==> config.mk <==
export PLATFORM = sky130hd
export DESIGN_NAME = packed_12bit_sample_unpacker
export DESIGN_NICKNAME = d
export VERILOG_FILES = /design/src/rtl/p12u_pkg.sv /design/src/rtl/packed_12bit_sample_unpacker.sv
export SDC_FILE = /design/constraint.sdc
export NUM_CORES = 1
export LEC_CHECK = 0
export ABC_AREA = 1
export BUFFER_PORTS_ARGS = -buffer_cell sky130_fd_sc_hd__clkbuf_2
export CORE_MARGIN = 4
export CORE_UTILIZATION = 60
export DETAILED_ROUTE_END_ITERATION = 8
export PLACE_DENSITY = 0.8
export SLEW_MARGIN = 10
export SYNTH_ARGS = -nofsm -noshare
export SYNTH_HDL_FRONTEND = slang
export SYNTH_SLANG_ARGS = --single-unit
==> constraint.sdc <==
create_clock -name clock -period 9.11 [get_ports clock]
set_clock_uncertainty 0.2 [all_clocks]
set_input_delay 1.822 -clock clock [delete_from_list [all_inputs] [get_ports clock]]
set_output_delay 1.822 -clock clock [all_outputs]
set_load 0.03 [all_outputs]
==> src/rtl/p12u_pkg.sv <==
// Package for the packed 12-bit sample unpacker: widths, constants and phase codes.
package p12u_pkg;

   // Stream and sample widths
   localparam int WORD_W   = 32;
   localparam int RAW_W    = 12;
   localparam int GAIN_W   = 24;
   localparam int SCALED_W = 20;
   localparam int COUNT_W  = 32;
   localparam int ENERGY_W = 64;
   localparam int CARRY_W  = 8;

   // Gain fraction bits (Q8.16)
   localparam int GAIN_FRAC_BITS = 16;

   // Product of a signed sample and an unsigned gain (gain gets a zero sign bit)
   localparam int PROD_W = RAW_W + GAIN_W + 1;
   localparam int SQ_W   = 2 * RAW_W;

   // Reset value of the gain register
   localparam logic [GAIN_W-1:0] GAIN_RESET = GAIN_W'(65536);

   // Raw codes that flag overload
   localparam logic [RAW_W-1:0] RAW_FULL_SCALE = {RAW_W{1'b1}};
   localparam logic [RAW_W-1:0] RAW_ZERO       = '0;
   localparam logic [RAW_W-1:0] RAW_ONE        = RAW_W'(1);

   // Limits of the scaled result, at product width
   localparam logic signed [PROD_W-1:0] SCALED_MAX = PROD_W'(524287);
   localparam logic signed [PROD_W-1:0] SCALED_MIN = -PROD_W'(524288);

   // Position of a word within its three-word group
   localparam logic [1:0] PHASE_FIRST  = 2'd0;
   localparam logic [1:0] PHASE_SECOND = 2'd1;
   localparam logic [1:0] PHASE_THIRD  = 2'd2;

   // Samples held per word
   localparam logic [1:0] SAMPLES_TWO   = 2'd2;
   localparam logic [1:0] SAMPLES_THREE = 2'd3;

endpackage

==> src/rtl/packed_12bit_sample_unpacker.sv <==
// Packed 12-bit sample unpacker: splits packed words into samples, scales and tallies them.
// A word is registered into the sample buffer, each sample then into the result register.
// Throughput: one sample per cycle while not stalled, from one result register; a word
// gives 2 or 3 samples and the next is taken in the cycle its predecessor's last issues.
// Reset (synchronous, active high) clears phase, carry, tally, energy and all valid
// state, and sets the gain to 1.0 (65536).
module packed_12bit_sample_unpacker
   import p12u_pkg::*;
(
   input  logic                       clock,
   input  logic                       reset,
   // Configuration
   input  logic                       csr_wr_en,
   input  logic [GAIN_W-1:0]          csr_wr_data,
   // Input beats
   input  logic                       req_valid,
   output logic                       req_stall,
   input  logic [WORD_W-1:0]          req_packed_word,
   input  logic                       req_new_block,
   // Result beats
   output logic                       rsp_valid,
   input  logic                       rsp_stall,
   output logic signed [RAW_W-1:0]    rsp_sample,
   output logic signed [SCALED_W-1:0] rsp_scaled_sample,
   output logic                       rsp_overload,
   output logic [COUNT_W-1:0]         rsp_overload_count,
   output logic [ENERGY_W-1:0]        rsp_energy_total,
   output logic                       rsp_last
);

   // Gain register
   logic [GAIN_W-1:0] gain_ff;

   always_ff @(posedge clock) begin
      if (reset) begin
         gain_ff <= GAIN_RESET;
      end else if (csr_wr_en) begin
         gain_ff <= csr_wr_data;
      end
   end

   // Group tracking state
   logic [1:0]         phase_ff, phase_in;
   logic [CARRY_W-1:0] carry_ff, carry_in;

   // Sample buffer: raw codes waiting to issue, oldest in slot 0
   logic [RAW_W-1:0] raw0_ff, raw1_ff, raw2_ff;
   logic [RAW_W-1:0] raw0_in, raw1_in, raw2_in;
   logic [1:0]       rem_ff, rem_in;
   logic             clr_ff, clr_in;

   // Running totals
   logic [COUNT_W-1:0]  tally_ff, tally_in;
   logic [ENERGY_W-1:0] energy_ff, energy_in;

   // Result register
   logic                       rsp_valid_ff, rsp_valid_in;
   logic signed [RAW_W-1:0]    sample_ff, sample_in;
   logic signed [SCALED_W-1:0] scaled_ff, scaled_in;
   logic                       ovl_ff, ovl_in;
   logic                       last_ff, last_in;

   // Handshake
   logic busy, issue, accept;

   assign busy      = (rem_ff != 2'd0);
   assign issue     = busy && (!rsp_valid_ff || !rsp_stall);
   assign req_stall = busy && !(issue && (rem_ff == 2'd1));
   assign accept    = req_valid && !req_stall;

   // Unpack the incoming word against the current phase
   logic [1:0]         phase_eff;
   logic [CARRY_W-1:0] carry_eff;
   logic [RAW_W-1:0]   unp0, unp1, unp2;
   logic [1:0]         unp_n;
   logic [1:0]         unp_phase;
   logic [CARRY_W-1:0] unp_carry;

   always_comb begin
      phase_eff = req_new_block ? PHASE_FIRST : phase_ff;
      carry_eff = req_new_block ? '0 : carry_ff;
      unp0      = req_packed_word[31:20];
      unp1      = req_packed_word[19:8];
      unp2      = '0;
      unp_n     = SAMPLES_TWO;
      unp_phase = PHASE_SECOND;
      unp_carry = req_packed_word[7:0];
      case (phase_eff)
         PHASE_SECOND: begin
            unp0      = {carry_eff, req_packed_word[31:28]};
            unp1      = req_packed_word[27:16];
            unp2      = req_packed_word[15:4];
            unp_n     = SAMPLES_THREE;
            unp_phase = PHASE_THIRD;
            unp_carry = {4'b0, req_packed_word[3:0]};
         end
         PHASE_THIRD: begin
            unp0      = {carry_eff[3:0], req_packed_word[31:24]};
            unp1      = req_packed_word[23:12];
            unp2      = req_packed_word[11:0];
            unp_n     = SAMPLES_THREE;
            unp_phase = PHASE_FIRST;
            unp_carry = '0;
         end
         // first word of a group; an out-of-range phase behaves the same
         default: begin
            unp0      = req_packed_word[31:20];
            unp1      = req_packed_word[19:8];
            unp2      = '0;
            unp_n     = SAMPLES_TWO;
            unp_phase = PHASE_SECOND;
            unp_carry = req_packed_word[7:0];
         end
      endcase
   end

   // Buffer and phase next state
   always_comb begin
      phase_in = phase_ff;
      carry_in = carry_ff;
      raw0_in  = raw0_ff;
      raw1_in  = raw1_ff;
      raw2_in  = raw2_ff;
      rem_in   = rem_ff;
      clr_in   = clr_ff;
      if (accept) begin
         phase_in = unp_phase;
         carry_in = unp_carry;
         raw0_in  = unp0;
         raw1_in  = unp1;
         raw2_in  = unp2;
         rem_in   = unp_n;
         clr_in   = req_new_block;
      end else if (issue) begin
         raw0_in = raw1_ff;
         raw1_in = raw2_ff;
         rem_in  = rem_ff - 2'd1;
         clr_in  = 1'b0;
      end
   end

   // Per-sample arithmetic on the head of the buffer
   logic signed [RAW_W-1:0]  x;
   logic signed [PROD_W-1:0] prod, shifted;
   logic [SQ_W-1:0]          sq;
   logic [COUNT_W-1:0]       tally_base;

   always_comb begin
      x       = $signed({~raw0_ff[RAW_W-1], raw0_ff[RAW_W-2:0]});
      ovl_in  = (raw0_ff == RAW_FULL_SCALE) || (raw0_ff == RAW_ZERO) || (raw0_ff == RAW_ONE);
      prod    = PROD_W'(x) * $signed({1'b0, gain_ff});
      shifted = prod >>> GAIN_FRAC_BITS;
      if (shifted > SCALED_MAX) begin
         scaled_in = SCALED_MAX[SCALED_W-1:0];
      end else if (shifted < SCALED_MIN) begin
         scaled_in = SCALED_MIN[SCALED_W-1:0];
      end else begin
         scaled_in = shifted[SCALED_W-1:0];
      end
      sq        = $unsigned(SQ_W'(x) * SQ_W'(x));
      sample_in = x;
      last_in   = (rem_ff == 2'd1);

      // new block restarts the tally on its first sample; tally saturates
      tally_base = clr_ff ? '0 : tally_ff;
      if (ovl_in && (tally_base != {COUNT_W{1'b1}})) begin
         tally_in = tally_base + COUNT_W'(1);
      end else begin
         tally_in = tally_base;
      end
      energy_in = energy_ff + ENERGY_W'(sq);
   end

   // Result valid
   always_comb begin
      if (issue) begin
         rsp_valid_in = 1'b1;
      end else begin
         rsp_valid_in = rsp_valid_ff && rsp_stall;
      end
   end

   // Control registers
   always_ff @(posedge clock) begin
      if (reset) begin
         phase_ff     <= PHASE_FIRST;
         carry_ff     <= '0;
         rem_ff       <= '0;
         clr_ff       <= 1'b0;
         tally_ff     <= '0;
         energy_ff    <= '0;
         rsp_valid_ff <= 1'b0;
      end else begin
         phase_ff     <= phase_in;
         carry_ff     <= carry_in;
         rem_ff       <= rem_in;
         clr_ff       <= clr_in;
         rsp_valid_ff <= rsp_valid_in;
         if (issue) begin
            tally_ff  <= tally_in;
            energy_ff <= energy_in;
         end
      end
   end

   // Payload registers
   always_ff @(posedge clock) begin
      raw0_ff <= raw0_in;
      raw1_ff <= raw1_in;
      raw2_ff <= raw2_in;
      if (issue) begin
         sample_ff <= sample_in;
         scaled_ff <= scaled_in;
         ovl_ff    <= ovl_in;
         last_ff   <= last_in;
      end
   end

   // Result beat
   assign rsp_valid          = rsp_valid_ff;
   assign rsp_sample         = sample_ff;
   assign rsp_scaled_sample  = scaled_ff;
   assign rsp_overload       = ovl_ff;
   assign rsp_overload_count = tally_ff;
   assign rsp_energy_total   = energy_ff;
   assign rsp_last           = last_ff;

endmodule

Word level (Yosys, flattened, before mapping)
Index checks and enable logic that the tools add are counted. W data, S select, Z words.

Register bits: 204. Input bits: 62. Output and inout bits: 132. Word-level logic and storage cells: 66.

Add/sub/neg operators: 3. Multipliers: 2. Magnitude comparators: 2. Equal/unequal tests: 6. Mux-type cells: 20. Bitwise logic cells: 1. Reduce and logical (&&, ||, !) cells: 17.

Operators with widths (number): $pmux W12 S2 (3); $add A64 B24 Y64 (1); $mux W32 (2); $mux W12 (4); $mul A12 B25 Y37 (1); $add A32 B1 Y32 const B (1); $ne A32 B32 Y1 const B (1); $mul A12 B12 Y24 (1); $gt A21 B20 Y1 const B (1); $lt A21 B20 Y1 const B (1); $mux W20 (1); $pmux W8 S2 (1); $eq A12 B1 Y1 const B (1); $eq A12 B12 Y1 const B (1); $logic_not A12 Y1 (1); $mux W8 (1); $logic_and A1 B1 Y1 (6); $mux W2 (3); $eq A2 B1 Y1 const B (2); $logic_not A1 Y1 (4); $mux W1 (4); $pmux W2 S2 (1); $reduce_bool A2 Y1 (2); $logic_or A1 B1 Y1 (3); 4 further kinds (4).

Depth between registers and ports, before layout
Depth after elaboration: 9. Gate-level depth with buffers: 39. Depth with buffers taken out: 37.

Worst setup path before layout
Ideal clock, no wire load.

Kind: register -> register. From: register raw0_ff[2]. To: register energy_ff[54], in the netlist rsp_energy_total[54]. Library setup time: 116 ps. Arrival time: 6561 ps. Required time: 8794 ps. Slack: 2234 ps. Stages on the path, launching flop included: 33. Buffers on the path: 3. Clock period less this slack: 6876 ps. Cells stage by stage: edfxtp_1 -> clkbuf_1 -> buf_1 -> nand2_1 -> fa_1 -> inv_1 -> ha_1 -> inv_1 -> fa_1 -> inv_1 -> fa_1 -> inv_1 -> fa_1 -> inv_1 -> ha_1 -> a21oi_1 -> o21ai_0 -> inv_1 -> nand2_1 -> a31oi_1 -> o21ai_0 -> xor2_1 -> ha_1 -> nand2_1 -> nor2_1 -> nand2_1 -> nor2_1 -> nand2_1 -> nand3_1 -> buf_2 -> nand4_1 -> o21ai_0 -> nor2_1.

Longest elaborated chain between the ends: 2.

Ends and longest elaborated chain: from (decl) (RTL line packed_12bit_sample_unpacker.sv:47) `logic [RAW_W-1:0] raw0_ff, raw1_ff, raw2_ff;`; from (signal assigned) (RTL line packed_12bit_sample_unpacker.sv:208) `raw0_ff <= raw0_in;`; $mul A12 B12 Y24 (RTL line packed_12bit_sample_unpacker.sv:160) `sq = $unsigned(SQ_W'(x) * SQ_W'(x));`; $add A64 B24 Y64 (RTL line packed_12bit_sample_unpacker.sv:171) `energy_in = energy_ff + ENERGY_W'(sq);`; to (signal assigned) (RTL line packed_12bit_sample_unpacker.sv:201) `energy_ff <= energy_in;`; to (decl) (RTL line packed_12bit_sample_unpacker.sv:54) `logic [ENERGY_W-1:0] energy_ff, energy_in;`.

Every way passes these cells. A chain may end at the register's enable or synchronous reset.

Worst setup path after layout
From: register raw0_ff[8]. To: register energy_ff[53], in the netlist rsp_energy_total[53].

Same word-level chain as after synthesis.

==> run_results.csv <==
group,metric,value,unit
timing,setup_tns,0,ns
layout,drive_above_1_share,7.74,%
placed_design,dp_hpwl,56600,um
worst_setup_path,cp-endpoint,"rsp_energy_total[53]$_SDFFE_PP0P_",
route,drc,0,
worst_setup_path,rrSetupSlack,0.99,ns
cts,hold_buffers,0,
global_route,grt-busiest-layer,"met2",
worst_setup_path,r2r-end,"rsp_energy_total[53]$_SDFFE_PP0P_",
synthesis,synth-edff-count,70,
cts,cts_resized,0,
synthesis,synthArstFlopShare,0,%
synthesis,synthTopCellsByArea,"fa_1 26%, nand2_1 15%, inv_1 11%",
cts,tritoncts,"yes",
timing,setup_viol,0,
synthesis,netlist-cell-type-count,45,
route,first_iter_violations,2043,
worst_setup_path,critPathCaptureType,"register",
route,vias,24091,
min_path,hold_path.class,"reg -> reg",
die,pin_count,194,
die,die-height,219,um
job,cap_violations,0,
worst_setup_path,critical_path_class,"reg -> reg",
timing,max-slew-margin-rel,21.3,%
placed_design,preCtsSetupSlack,1.21,ns
layout,nets,4415,
worst_setup_path,crit_path_start,"raw0_ff[8]$_DFFE_PP_",
cts,clockBufferDepth,3,
die,coreArea,43500,um2
placed_design,post_dp_cell_area,28000,um2
die,start_util,61.3,%
global_route,use_met1,41.1,%
synthesis,synth_top_area_cell,"fa_1",
layout,syn2layout_area_growth,7.99,%
route,via_per_inst,5.43,
synthesis,synthesis.nets,4304,
worst_setup_path,critical_path.max_stage_delay,1.10,ns
worst_setup_path,r2r_cells,29,
timing,worst_pin_slew,1.18,ns
outcome,outcome,"complete, no violations",
route,routed_wl,72300,um
global_route,gr-total-overflow,0,
global_route,grt_util_met3,6.26,%
worst_setup_path,startpoint_type,"register",
synthesis,seq_area_frac_synth,17.9,%
die,rows,76,
cts,htreeDepth,1,
synthesis,ys_top_cells_by_count,"1049 x nand2_1, 798 x inv_1, 341 x fa_1",
timing,period_minus_slack,8.12,ns
synthesis,yosysWarningCount,0,
synthesis,synthCells,3718,
placed_design,io_buffer_count,193,
worst_setup_path,required,9.35,ns
placed_design,gp_congestion,1.01,
cts,clkSlewWorstSetupHoldPaths,0.06,ns
worst_setup_path,critPathMaxFanout,19,
worst_setup_path,path_common_cell,"nand2_1",
synthesis,avgSynthCellArea,7.17,um2
timing,max_freq,0.123,GHz
global_route,grt_first_pass_wirelength,120000,um
timing,final.period_utilization,89.1,%
timing,maxSlewViolCount,0,
route,first_pass_iters,7,
synthesis,ys_seq_elements,204,
cts,post_cts_buffers,0,
timing,rsz0062_at_grt,"false",
die,die_w,219,um
die,die_area,47900,um2
timing,hold_viol,0,
layout,final_area,28800,um2
global_route,grt_use_total,31.0,%
worst_setup_path,arrival,8.36,ns
synthesis,syn_area,26700,um2
global_route,antenna_found_initial,3,
worst_setup_path,slowest_stage,"edfxtp_1",
global_route,use_met2,50.7,%
cts,clk_latency,0.58,ns
cts,numCtsBuffers,25,
synthesis,synth_top_area_share,25.6,%
synthesis,ys.flop_type,"dfxtp_1",
synthesis,post-synth-top-count-cell,"nand2_1",
worst_setup_path,r2r-start,"raw0_ff[8]$_DFFE_PP_",
route,wire_per_inst,16.3,um
route,ant_nets,0,
global_route,first_global_vias,23941,
timing,timing.final.ws_setup,0.993,ns
global_route,grt_max_degree,81,
cts,cts.sinks,204,
cts,clock-root-buffer,"clkbuf_16",
area by class of cell:
cell class / instances / area, um2
clock buffer: 36 / 718
tap: 585 / 732
sequential: 204 / 4780
timing repair buffer: 218 / 1150
inverter: 802 / 3020
fill: 3803 / 14700
antenna: 1 / 2.50
clock inverter: 10 / 81.3
multi-input combinational: 2578 / 18300
flip-flops by register name (all words and copies together), names as in the netlist:
signal,count
carry_ff,8
clr_ff,1
gain_ff,24
phase_ff,2
raw0_ff,12
raw1_ff,12
raw2_ff,12
rem_ff,2
rsp_energy_total,64
rsp_last,1
rsp_overload,1
rsp_overload_count,32
rsp_sample,12
rsp_scaled_sample,20
rsp_valid,1
cells in the final DEF (no fill, tap or decap), drive strengths merged, types with 20 or more instances in the layout:
cell,n
nand2,1055
inv,805
nor2,349
fa,341
clkbuf,229
ha,183
a21oi,160
dfxtp,134
o21ai,111
nand3,110
edfxtp,70
xor2,41
nor3,38
nand4,31
buf,25
o211ai,21
o22ai,20
logic make-up (layout without fill, tap and decap cells):
logic type,Yosys count,in the layout,share of synthesized area [%]
other,0,1,0
XOR/XNOR,60,60,1.97
buffers and inverters,936,1066,13.4
AND/OR/NAND/NOR,1631,1631,24.9
adder cells (fa/ha/maj),524,524,34.2
AO/OA/AOI/OAI,363,363,7.60
flip-flops,204,204,17.9
stage by stage:
step	utilization, %	std cells	hold WS [ns]
CTS	66.2	4433	0.268
floorplan	-	3718	0.224
global placement	64.4	4387	0.255
finish	66.2	4434	0.268
detailed placement	64.4	4387	0.259
global route	66.2	4433	0.291
worst max-delay path, delay by kind of cell (launching register included):
family | cells | cell delay (ns)
buffers and inverters | 4 | 0.22
xor gates and xnor gates | 1 | 0.20
DFF | 1 | 1.10
adders and majority gates | 7 | 3.44
and+or+nand+nor | 14 | 2.14
AOI/OAI and AO/OA | 3 | 0.65
how the worst min path moves through the flow:
stage                                         from                        to  slack [ns]  cells past startpoint
final                     carry_ff[5]$_SDFFE_PP0P_  carry_ff[5]$_SDFFE_PP0P_        0.27                      2
after CTS                 carry_ff[5]$_SDFFE_PP0P_  carry_ff[5]$_SDFFE_PP0P_        0.27                      2
after detailed placement  carry_ff[5]$_SDFFE_PP0P_  carry_ff[5]$_SDFFE_PP0P_        0.26                      2
after global routing      carry_ff[5]$_SDFFE_PP0P_  carry_ff[5]$_SDFFE_PP0P_        0.29                      2
after floorplan               raw0_ff[1]$_DFFE_PP_   rsp_sample[1]$_DFFE_PP_        0.22                      0
after global placement    carry_ff[6]$_SDFFE_PP0P_  carry_ff[6]$_SDFFE_PP0P_        0.26                      2
metal layers:
metal | vias up | part of all wire [%]
met5 | - | 0.022
met1 | 11391 | 40
met2 | 1035 | 46
met3 | 184 | 9.5
li1 | 11479 | -
met4 | 2 | 4.1
Power is left out: the tool's default activity adds up to more than one toggle a clock period on the data nets, which glitch-free logic cannot reach.
